### src/hw/rtl/asu_pkg.sv
// ----------------------------------------------------------------------------
// asu_pkg
// Shared types, codes and sizes of the ARM subset execute unit.
// ----------------------------------------------------------------------------
package asu_pkg;

   localparam int REG_COUNT = 16;
   localparam int REG_AW    = $clog2(REG_COUNT);
   localparam int MEM_WORDS = 8;
   localparam int MEM_AW    = (MEM_WORDS > 1) ? $clog2(MEM_WORDS) : 1;
   localparam logic [31:0] MEM_OFF_MAX   = 32'(4 * (MEM_WORDS - 1));
   localparam logic [31:0] BASE_RESET    = 32'h0000_0100;

   localparam logic [3:0] FUNC_ADD = 4'd0;
   localparam logic [3:0] FUNC_SUB = 4'd1;
   localparam logic [3:0] FUNC_AND = 4'd2;
   localparam logic [3:0] FUNC_ORR = 4'd3;
   localparam logic [3:0] FUNC_EOR = 4'd4;
   localparam logic [3:0] FUNC_LSL = 4'd5;
   localparam logic [3:0] FUNC_LSR = 4'd6;
   localparam logic [3:0] FUNC_MOV = 4'd7;
   localparam logic [3:0] FUNC_MVN = 4'd8;
   localparam logic [3:0] FUNC_CMP = 4'd9;
   localparam logic [3:0] FUNC_LDR = 4'd10;
   localparam logic [3:0] FUNC_STR = 4'd11;
   localparam logic [3:0] FUNC_BNE = 4'd12;
   localparam logic [3:0] FUNC_BEQ = 4'd13;
   localparam logic [3:0] FUNC_BAL = 4'd14;

   localparam logic [2:0] COND_AL = 3'd0;
   localparam logic [2:0] COND_GT = 3'd1;
   localparam logic [2:0] COND_GE = 3'd2;
   localparam logic [2:0] COND_LT = 3'd3;
   localparam logic [2:0] COND_LE = 3'd4;
   localparam logic [2:0] COND_EQ = 3'd5;
   localparam logic [2:0] COND_NE = 3'd6;

   localparam logic [1:0] KIND_IMM = 2'd0;

   localparam logic [2:0] ST_EXECUTED         = 3'd0;
   localparam logic [2:0] ST_COND_FALSE       = 3'd1;
   localparam logic [2:0] ST_SKIPPED          = 3'd2;
   localparam logic [2:0] ST_OUT_OF_RANGE     = 3'd3;
   localparam logic [2:0] ST_BRANCH_TAKEN     = 3'd4;
   localparam logic [2:0] ST_BRANCH_NOT_TAKEN = 3'd5;

   typedef struct packed {
      logic [3:0]  func;
      logic [2:0]  cond;
      logic        set_flags;
      logic [3:0]  dest_reg;
      logic [1:0]  op2_kind;
      logic [31:0] op2_imm;
      logic [7:0]  line_label;
      logic [7:0]  branch_label;
      logic [31:0] opa;
      logic [31:0] opb;
   } exec_item_type;

   typedef struct packed {
      logic [2:0]  status;
      logic [31:0] written_value;
      logic        wrote_register;
      logic        wrote_memory;
      logic [3:0]  nzcv;
   } exec_result_type;

   function automatic logic reg_in_range(input logic [3:0] idx);
      reg_in_range = ({2'b00, idx} < 6'(REG_COUNT));
   endfunction

endpackage

### src/hw/rtl/asu_ram.sv
// ----------------------------------------------------------------------------
// asu_ram
// Generic RAM: one write port, two read ports with registered read data.
// ----------------------------------------------------------------------------
module asu_ram #(
   parameter int WIDTH = 32,
   parameter int DEPTH = 16,
   localparam int AW = (DEPTH > 1) ? $clog2(DEPTH) : 1
) (
   input  logic             clock,
   input  logic             wr_en,
   input  logic [AW-1:0]    wr_addr,
   input  logic [WIDTH-1:0] wr_data,
   input  logic             rd_en,
   input  logic [AW-1:0]    rd_addr_a,
   input  logic [AW-1:0]    rd_addr_b,
   output logic [WIDTH-1:0] rd_data_a,
   output logic [WIDTH-1:0] rd_data_b
);

   logic [WIDTH-1:0] mem_ff [DEPTH];
   logic [WIDTH-1:0] rd_data_a_ff;
   logic [WIDTH-1:0] rd_data_b_ff;

   always_ff @(posedge clock) begin
      if (wr_en) begin
         mem_ff[wr_addr] <= wr_data;
      end
      if (rd_en) begin
         rd_data_a_ff <= mem_ff[rd_addr_a];
         rd_data_b_ff <= mem_ff[rd_addr_b];
      end
   end

   assign rd_data_a = rd_data_a_ff;
   assign rd_data_b = rd_data_b_ff;

endmodule

### src/hw/rtl/asu_exec.sv
// ----------------------------------------------------------------------------
// asu_exec
// Execute stage: condition check, ALU, shifter, data memory, flags and
// branch-skip state. State advances on each execute transfer.
// ----------------------------------------------------------------------------
module asu_exec (
   input  logic                     clock,
   input  logic                     reset,
   input  logic                     fire,
   input  asu_pkg::exec_item_type   item,
   input  logic                     csr_we,
   input  logic [31:0]              csr_data,
   output asu_pkg::exec_result_type res
);

   logic [3:0]  flags_ff;
   logic        skipping_ff;
   logic [7:0]  awaited_ff;
   logic [31:0] base_ff;
   logic [31:0] dmem_ff [asu_pkg::MEM_WORDS];

   logic [3:0]  flags_in;
   logic        cond_ok;
   logic        label_match;
   logic        skip_hold;
   logic [31:0] a;
   logic [31:0] op2;
   logic [32:0] sum;
   logic [32:0] dif;
   logic [32:0] shl;
   logic [32:0] shr;
   logic        add_v;
   logic        sub_v;
   logic [31:0] off;
   logic        mem_ok;
   logic [asu_pkg::MEM_AW-1:0] mem_idx;
   logic [31:0] mem_rd;
   logic        taken;
   logic        mem_we;

   assign a   = item.opa;
   assign op2 = (item.op2_kind == asu_pkg::KIND_IMM) ? item.op2_imm : item.opb;
   assign sum = {1'b0, a} + {1'b0, op2};
   assign dif = {1'b0, a} - {1'b0, op2};
   assign shl = {1'b0, a} << op2[5:0];
   assign shr = {a, 1'b0} >> op2[5:0];
   assign add_v = (~(a[31] ^ op2[31])) & (a[31] ^ sum[31]);
   assign sub_v = (a[31] ^ op2[31]) & (a[31] ^ dif[31]);

   assign off     = op2 - base_ff;
   assign mem_ok  = (op2 >= base_ff) && (off <= asu_pkg::MEM_OFF_MAX);
   assign mem_idx = off[asu_pkg::MEM_AW+1:2];
   assign mem_rd  = dmem_ff[mem_idx];

   assign label_match = (item.line_label != 8'd0) && (item.line_label == awaited_ff);
   assign skip_hold   = skipping_ff && !label_match;

   always_comb begin
      logic n;
      logic z;
      logic v;
      n = flags_ff[3];
      z = flags_ff[2];
      v = flags_ff[0];
      case (item.cond)
         asu_pkg::COND_GT: cond_ok = !z && (n == v);
         asu_pkg::COND_GE: cond_ok = (n == v);
         asu_pkg::COND_LT: cond_ok = (n != v);
         asu_pkg::COND_LE: cond_ok = z || (n != v);
         asu_pkg::COND_EQ: cond_ok = z;
         asu_pkg::COND_NE: cond_ok = !z;
         default:          cond_ok = 1'b1;
      endcase
   end

   always_comb begin
      logic [31:0] r;
      logic        c_n;
      logic        v_n;
      logic        upd;
      r        = 32'd0;
      c_n      = flags_ff[1];
      v_n      = flags_ff[0];
      upd      = 1'b0;
      taken    = 1'b0;
      mem_we   = 1'b0;
      res.status         = asu_pkg::ST_EXECUTED;
      res.written_value  = 32'd0;
      res.wrote_register = 1'b0;
      res.wrote_memory   = 1'b0;
      if (skip_hold) begin
         res.status = asu_pkg::ST_SKIPPED;
      end else if (!cond_ok) begin
         res.status = asu_pkg::ST_COND_FALSE;
      end else begin
         case (item.func)
            asu_pkg::FUNC_ADD, asu_pkg::FUNC_SUB, asu_pkg::FUNC_AND, asu_pkg::FUNC_ORR,
            asu_pkg::FUNC_EOR, asu_pkg::FUNC_MOV, asu_pkg::FUNC_MVN,
            asu_pkg::FUNC_LSL, asu_pkg::FUNC_LSR: begin
               case (item.func)
                  asu_pkg::FUNC_ADD: begin
                     r   = sum[31:0];
                     c_n = sum[32];
                     v_n = add_v;
                  end
                  asu_pkg::FUNC_SUB: begin
                     r   = dif[31:0];
                     c_n = ~dif[32];
                     v_n = sub_v;
                  end
                  asu_pkg::FUNC_AND: r = a & op2;
                  asu_pkg::FUNC_ORR: r = a | op2;
                  asu_pkg::FUNC_EOR: r = a ^ op2;
                  asu_pkg::FUNC_MOV: r = op2;
                  asu_pkg::FUNC_MVN: r = ~op2;
                  asu_pkg::FUNC_LSL, asu_pkg::FUNC_LSR: begin
                     if (op2 == 32'd0) begin
                        r = a;
                     end else if (op2 <= 32'd32) begin
                        if (item.func == asu_pkg::FUNC_LSL) begin
                           r   = shl[31:0];
                           c_n = shl[32];
                        end else begin
                           r   = shr[32:1];
                           c_n = shr[0];
                        end
                     end else begin
                        r   = 32'd0;
                        c_n = 1'b0;
                     end
                  end
                  default: r = 32'd0;
               endcase
               res.written_value  = r;
               res.wrote_register = asu_pkg::reg_in_range(item.dest_reg);
               upd = item.set_flags;
            end
            asu_pkg::FUNC_CMP: begin
               r   = dif[31:0];
               c_n = ~dif[32];
               v_n = sub_v;
               res.written_value = r;
               upd = 1'b1;
            end
            asu_pkg::FUNC_LDR: begin
               if (!mem_ok) begin
                  res.status = asu_pkg::ST_OUT_OF_RANGE;
               end else begin
                  res.written_value  = mem_rd;
                  res.wrote_register = asu_pkg::reg_in_range(item.dest_reg);
               end
            end
            asu_pkg::FUNC_STR: begin
               if (!mem_ok) begin
                  res.status = asu_pkg::ST_OUT_OF_RANGE;
               end else begin
                  res.written_value = a;
                  res.wrote_memory  = 1'b1;
                  mem_we            = 1'b1;
               end
            end
            asu_pkg::FUNC_BNE, asu_pkg::FUNC_BEQ, asu_pkg::FUNC_BAL: begin
               taken = (item.func == asu_pkg::FUNC_BAL)
                    || ((item.func == asu_pkg::FUNC_BNE) && !flags_ff[2])
                    || ((item.func == asu_pkg::FUNC_BEQ) && flags_ff[2]);
               res.status = taken ? asu_pkg::ST_BRANCH_TAKEN
                                  : asu_pkg::ST_BRANCH_NOT_TAKEN;
            end
            default: r = 32'd0;
         endcase
      end
      flags_in = upd ? {r[31], (r == 32'd0), c_n, v_n} : flags_ff;
      res.nzcv = flags_in;
   end

   always_ff @(posedge clock) begin
      if (reset) begin
         flags_ff    <= 4'd0;
         skipping_ff <= 1'b0;
         awaited_ff  <= 8'd0;
         base_ff     <= asu_pkg::BASE_RESET;
         for (int i = 0; i < asu_pkg::MEM_WORDS; i++) begin
            dmem_ff[i] <= 32'd0;
         end
      end else begin
         if (csr_we) begin
            base_ff <= csr_data;
         end
         if (fire) begin
            flags_ff <= flags_in;
            if (taken) begin
               skipping_ff <= 1'b1;
               awaited_ff  <= item.branch_label;
            end else if (skipping_ff && label_match) begin
               skipping_ff <= 1'b0;
            end
            if (mem_we) begin
               dmem_ff[mem_idx] <= a;
            end
         end
      end
   end

endmodule

### src/hw/rtl/arm_subset_execute_unit.sv
// ----------------------------------------------------------------------------
// arm_subset_execute_unit
// Executes one decoded ARM-subset instruction per transfer.
// ----------------------------------------------------------------------------
// Two-stage pipeline that sustains one instruction per cycle while the result
// side does not stall. Stage 1 captures the instruction together with the
// registered read of the two register-file ports (with forwarding from the
// instruction executing in the same cycle); stage 2 executes, updates the
// register file, data memory, flags and branch-skip state, and loads the
// result register. A result becomes valid once its instruction leaves stage 1
// and loads the result register; a result-side stall can hold it in stage 1.
// The base-address register may only be written while the unit is idle.
// ----------------------------------------------------------------------------
module arm_subset_execute_unit (
   input  logic        clock,
   input  logic        reset,
   input  logic        req_valid,
   output logic        req_stall,
   input  logic [3:0]  req_func,
   input  logic [2:0]  req_cond,
   input  logic        req_set_flags,
   input  logic [3:0]  req_dest_reg,
   input  logic [3:0]  req_src_reg,
   input  logic [1:0]  req_op2_kind,
   input  logic [3:0]  req_op2_reg,
   input  logic [31:0] req_op2_imm,
   input  logic [7:0]  req_line_label,
   input  logic [7:0]  req_branch_label,
   output logic        rsp_valid,
   input  logic        rsp_stall,
   output logic [2:0]  rsp_status,
   output logic [31:0] rsp_written_value,
   output logic        rsp_wrote_register,
   output logic        rsp_wrote_memory,
   output logic        rsp_flag_n,
   output logic        rsp_flag_z,
   output logic        rsp_flag_c,
   output logic        rsp_flag_v,
   input  logic        csr_valid,
   output logic        csr_ready,
   input  logic [31:0] csr_memory_base_address
);

   logic        accept;
   logic        ex_fire;
   logic [3:0]  addr_a;

   logic        s1_valid_ff;
   logic [3:0]  s1_func_ff;
   logic [2:0]  s1_cond_ff;
   logic        s1_set_flags_ff;
   logic [3:0]  s1_dest_reg_ff;
   logic [1:0]  s1_op2_kind_ff;
   logic [31:0] s1_op2_imm_ff;
   logic [7:0]  s1_line_label_ff;
   logic [7:0]  s1_branch_label_ff;
   logic        a_live_ff;
   logic        b_live_ff;
   logic        a_fwd_ff;
   logic        b_fwd_ff;
   logic [31:0] fwd_data_ff;

   logic        reg_valid_ff [asu_pkg::REG_COUNT];
   logic        reg_we;
   logic [31:0] ram_a;
   logic [31:0] ram_b;

   asu_pkg::exec_item_type   item;
   asu_pkg::exec_result_type res;

   logic                     rsp_valid_ff;
   asu_pkg::exec_result_type rsp_ff;

   assign ex_fire   = s1_valid_ff && (!rsp_valid_ff || !rsp_stall);
   assign req_stall = s1_valid_ff && !ex_fire;
   assign accept    = req_valid && !req_stall;
   assign csr_ready = 1'b1;

   assign addr_a = ((req_func == asu_pkg::FUNC_CMP) || (req_func == asu_pkg::FUNC_STR))
                 ? req_dest_reg : req_src_reg;
   assign reg_we = ex_fire && res.wrote_register;

   asu_ram #(
      .WIDTH (32),
      .DEPTH (asu_pkg::REG_COUNT)
   ) u_regfile (
      .clock     (clock),
      .wr_en     (reg_we),
      .wr_addr   (asu_pkg::REG_AW'(s1_dest_reg_ff)),
      .wr_data   (res.written_value),
      .rd_en     (accept),
      .rd_addr_a (asu_pkg::REG_AW'(addr_a)),
      .rd_addr_b (asu_pkg::REG_AW'(req_op2_reg)),
      .rd_data_a (ram_a),
      .rd_data_b (ram_b)
   );

   always_ff @(posedge clock) begin
      if (reset) begin
         s1_valid_ff <= 1'b0;
         for (int i = 0; i < asu_pkg::REG_COUNT; i++) begin
            reg_valid_ff[i] <= 1'b0;
         end
      end else begin
         if (accept) begin
            s1_valid_ff <= 1'b1;
         end else if (ex_fire) begin
            s1_valid_ff <= 1'b0;
         end
         if (reg_we) begin
            reg_valid_ff[asu_pkg::REG_AW'(s1_dest_reg_ff)] <= 1'b1;
         end
      end
   end

   always_ff @(posedge clock) begin
      if (accept) begin
         s1_func_ff         <= req_func;
         s1_cond_ff         <= req_cond;
         s1_set_flags_ff    <= req_set_flags;
         s1_dest_reg_ff     <= req_dest_reg;
         s1_op2_kind_ff     <= req_op2_kind;
         s1_op2_imm_ff      <= req_op2_imm;
         s1_line_label_ff   <= req_line_label;
         s1_branch_label_ff <= req_branch_label;
         a_live_ff <= asu_pkg::reg_in_range(addr_a)
                   && reg_valid_ff[asu_pkg::REG_AW'(addr_a)];
         b_live_ff <= asu_pkg::reg_in_range(req_op2_reg)
                   && reg_valid_ff[asu_pkg::REG_AW'(req_op2_reg)];
         a_fwd_ff    <= reg_we && (s1_dest_reg_ff == addr_a);
         b_fwd_ff    <= reg_we && (s1_dest_reg_ff == req_op2_reg);
         fwd_data_ff <= res.written_value;
      end
   end

   always_comb begin
      item.func         = s1_func_ff;
      item.cond         = s1_cond_ff;
      item.set_flags    = s1_set_flags_ff;
      item.dest_reg     = s1_dest_reg_ff;
      item.op2_kind     = s1_op2_kind_ff;
      item.op2_imm      = s1_op2_imm_ff;
      item.line_label   = s1_line_label_ff;
      item.branch_label = s1_branch_label_ff;
      item.opa = a_fwd_ff ? fwd_data_ff : (a_live_ff ? ram_a : 32'd0);
      item.opb = b_fwd_ff ? fwd_data_ff : (b_live_ff ? ram_b : 32'd0);
   end

   asu_exec u_exec (
      .clock    (clock),
      .reset    (reset),
      .fire     (ex_fire),
      .item     (item),
      .csr_we   (csr_valid && csr_ready),
      .csr_data (csr_memory_base_address),
      .res      (res)
   );

   always_ff @(posedge clock) begin
      if (reset) begin
         rsp_valid_ff <= 1'b0;
      end else if (ex_fire) begin
         rsp_valid_ff <= 1'b1;
      end else if (!rsp_stall) begin
         rsp_valid_ff <= 1'b0;
      end
   end

   always_ff @(posedge clock) begin
      if (ex_fire) begin
         rsp_ff <= res;
      end
   end

   assign rsp_valid          = rsp_valid_ff;
   assign rsp_status         = rsp_ff.status;
   assign rsp_written_value  = rsp_ff.written_value;
   assign rsp_wrote_register = rsp_ff.wrote_register;
   assign rsp_wrote_memory   = rsp_ff.wrote_memory;
   assign rsp_flag_n         = rsp_ff.nzcv[3];
   assign rsp_flag_z         = rsp_ff.nzcv[2];
   assign rsp_flag_c         = rsp_ff.nzcv[1];
   assign rsp_flag_v         = rsp_ff.nzcv[0];

endmodule
### config.mk
export PLATFORM = sky130hd
export DESIGN_NAME = arm_subset_execute_unit
export DESIGN_NICKNAME = d
export VERILOG_FILES = /design/src/hw/rtl/asu_pkg.sv /design/src/hw/rtl/asu_ram.sv /design/src/hw/rtl/asu_exec.sv /design/src/hw/rtl/arm_subset_execute_unit.sv
export SDC_FILE = /design/constraint.sdc
export NUM_CORES = 2
export LEC_CHECK = 0
export BUFFER_PORTS_ARGS = -buffer_cell sky130_fd_sc_hd__buf_4
export CORE_ASPECT_RATIO = 0.8
export CORE_MARGIN = 3
export CORE_UTILIZATION = 45
export DETAILED_ROUTE_END_ITERATION = 12
export PLACE_DENSITY = 0.59
export SYNTH_ARGS = -nofsm -noshare
export SYNTH_HDL_FRONTEND = slang
export SYNTH_SLANG_ARGS = --single-unit
### constraint.sdc
create_clock -name clock -period 9 [get_ports clock]
set_input_delay 0.9 -clock clock [delete_from_list [all_inputs] [get_ports clock]]
set_output_delay 0.9 -clock clock [all_outputs]
set_load 0.05 [all_outputs]
==> impl_metrics.json <==
{
  "critPathBufInv": 4,
  "grt_pass1_wl_mm": 339.3,
  "clock_path_buffers": 3,
  "gp_congestion": 1.051,
  "cts.sink_count": 1034,
  "slowest_delay_ps": 670,
  "cts_hold_buf": 0,
  "ctsResizeCount": 0,
  "antenna_left": 0,
  "cp.required_ps": 9380,
  "path_cells": "nor2b_2, buf_4, a221oi_1, o21bai_1, inv_1, ha_1, and2_1, nand3_1, or3_1, o221a_2, a211o_1, a211oi_1, nand4_1, nor4_2, nand4_2, o31ai_4, a21boi_1, or2_1, buf_4, nor3_2, buf_4",
  "root_buffer": "clkbuf_16",
  "numCtsBuffers": 102,
  "nets": 5464,
  "fill_cells": 11190,
  "cts_tree": "yes",
  "min_path_type": "input port to register",
  "syn_area_sq_um": 57960,
  "wl_mm": 241.4,
  "layout_commonest_cell": "edfxtp_1",
  "cp_top_family": "compound AO/OA/AOI/OAI gates",
  "drive_gt1_frac": 0.1586,
  "synth_nets": 5426,
  "outcome": "completed",
  "grt_usage": 0.3542,
  "h-tree-depth": 3,
  "fin_tns_setup_ps": 0,
  "ios": 151,
  "cp_max_fo": 23,
  "die_area_sq_um": 133200,
  "antenna_found_initial": 15,
  "yosys.area.top_type_share": 0.5031,
  "maxSlewViolCount": 0,
  "synth-edff-count": 971,
  "cpMaxStageDelayCell": "o31ai_4",
  "die_y_microns": 327.0,
  "core_sq_um": 127500,
  "synth_cell_types": 107,
  "drc_errors": 0,
  "startpoint_type": "register",
  "drt_iter0_markers": 7721,
  "grt-ovfl-total": 0,
  "hold_viol": 0,
  "postCtsSetupRepairBufs": 0,
  "synthToLayoutAreaGrowth_pct": 12.34,
  "fin_crit_sh": 0.9255,
  "final_cell_mix": "971 x edfxtp_1, 603 x nand2_1, 540 x nor2_1",
  "async_flop_share": 0,
  "p_per_area_nw_per_um2": 206.3,
  "yosysWarnings": 0,
  "clock_latency_ps": 770,
  "ys_seq_elements": 1034,
  "skew_ps": 59.44,
  "worst-setup-path-type": "register to register",
  "vdd_drop_max_mv": 0.2084,
  "path_common_cell": "buf_4",
  "rows": 117,
  "grt_pass1_vias": 43880,
  "setup_viol": 0,
  "min_path_cells": 1,
  "yosysSeqAreaShare": 0.5249,
  "clock.fmax_mhz": 120.1,
  "tightest_slew_ps": 1373,
  "wl_per_cell_microns": 34.25,
  "yosys.area.top_type": "edfxtp_1",
  "clk_pin_slew_ps": 80,
  "p_total_mw": 13.43,
  "dp_hpwl_mm": 171.7,
  "min_period_ps": 8329,
  "synth_ff_type": "edfxtp_1",
  "fin_hold_ws_ps": 311.2,
  "die_w_microns": 407.2,
  "drv_cap": 0,
  "ff2ff_path_depth": 21,
  "endpoint_kind": "register",
  "vias": 47390,
  "p_leak_nw": 22.71,
  "worstPathArrival_ps": 8710,
  "post-route-util": 0.5106,
  "rsz0062_at_grt": "no",
  "initial_utilization": 0.4545,
  "postSynthAreaPerCell_sq_um": 11.17,
  "grt_max_degree": 180,
  "vias_per_cell": 6.724,
  "crit_cells": 21,
  "dr.pass1.iters": 7,
  "slew-limit-headroom": 0.07933,
  "synthCells": 5190,
  "ys_top_cells_by_area": "edfxtp_1 50%, mux4_2 7.7%, nand2_1 3.9%",
  "port_buffers": 149
}
==> cell usage after synthesis (71+ instances only) <==
library cell / number
o211ai_1: 71
edfxtp_1: 971
inv_1: 142
ha_1: 128
a311oi_1: 76
and2_1: 145
nor2_1: 543
a21oi_1: 259
a31oi_1: 118
mux4_2: 198
nor3_1: 81
nand2_1: 603
nand3_1: 73
mux2i_1: 125
o21ai_0: 158
o22ai_1: 77
clkbuf_1: 339
a211oi_1: 209
==> power by group <==
part / switching, mW / internal [mW]
clock network: 1.95 / 2.43
registers: 0.104 / 5.46
logic: 2.47 / 1.01
total: 4.53 / 8.90
==> logic make-up (layout without fill, tap and decap cells) <==
logic type	count (synthesis)	in the layout	share of synthesized area
xor+xnor	54	54	0.008549
other cells	1	9	0.00006470
buf+inv	578	703	0.03959
flops	1034	1034	0.5249
simple gates	1687	1687	0.1321
mux	335	335	0.1009
fa+ha+maj	130	130	0.02817
compound gates	1371	1371	0.1658
==> per-stage QoR <==
stage	cell area (sq um)	cells	worst slack (ps)
2_1_floorplan	57970	5190	87.11
6_report	65110	7048	670.7
4_1_cts	65090	7040	939.1
5_1_grt	65090	7040	431.2
3_3_place_gp	61690	6849	1087
3_5_place_dp	61690	6849	1025
==> flip-flops by register name, indices dropped and copies added (netlist names), 16 cells and up <==
register,flops
u_regfile.mem_ff,512
rsp_written_value,32
fwd_data_ff,32
u_exec.base_ff,32
u_regfile.rd_data_b,32
s1_op2_imm_ff,32
u_regfile.rd_data_a,32
u_exec.dmem_ff,256
reg_valid_ff,16
==> worst register-to-register path, stage by stage (launching register included) <==
cell,delay (ps)
edfxtp_1,600
nor2b_2,250
buf_4,210
a221oi_1,660
o21bai_1,410
inv_1,180
ha_1,520
and2_1,250
nand3_1,150
or3_1,360
o221a_2,330
a211o_1,270
a211oi_1,330
nand4_1,160
nor4_2,370
nand4_2,370
o31ai_4,680
a21boi_1,280
or2_1,600
buf_4,300
nor3_2,200
buf_4,420
==> area by class of cell <==
| type | instances | area, sq um | share of cell area |
|---|---|---|---|
| repair buffers | 357 | 2854 | 0.04384 |
| flip-flops and latches | 1034 | 30420 | 0.4672 |
| clock buffers | 132 | 2695 | 0.04139 |
| diodes | 8 | 20.02 | 0.0003075 |
| well taps | 1725 | 2158 | 0.03315 |
| multi-input cells | 3578 | 25680 | 0.3944 |
| inverters | 155 | 584.3 | 0.008975 |
| clock inverters | 59 | 699.4 | 0.01074 |
==> worst paths after layout <==
path | start | end | slack (ps)
worst min-delay path | req_op2_imm[9] | s1_op2_imm_ff[9]$_DFFE_PP_ | 310
worst min register to register | s1_branch_label_ff[6]$_DFFE_PP_ | u_exec.awaited_ff[6]$_SDFFE_PP0P_ | 440
worst max-delay path | b_live_ff$_DFFE_PP_ | u_regfile.mem_ff[14][24]$_DFFE_PP_ | 670
worst max register to register | b_live_ff$_DFFE_PP_ | u_regfile.mem_ff[14][24]$_DFFE_PP_ | 670
==> per-layer routing <==
metal | track usage | vias up | wire (microns)
li1 | - | 20030 | -
met1 | 0.5380 | 23990 | 106200
met2 | 0.4727 | 3020 | 95640
met3 | 0.1256 | 346 | 32430
met4 | 0.09585 | 6 | 6921
met5 | 0.004670 | - | 207
(Power assumes the default switching activity.)
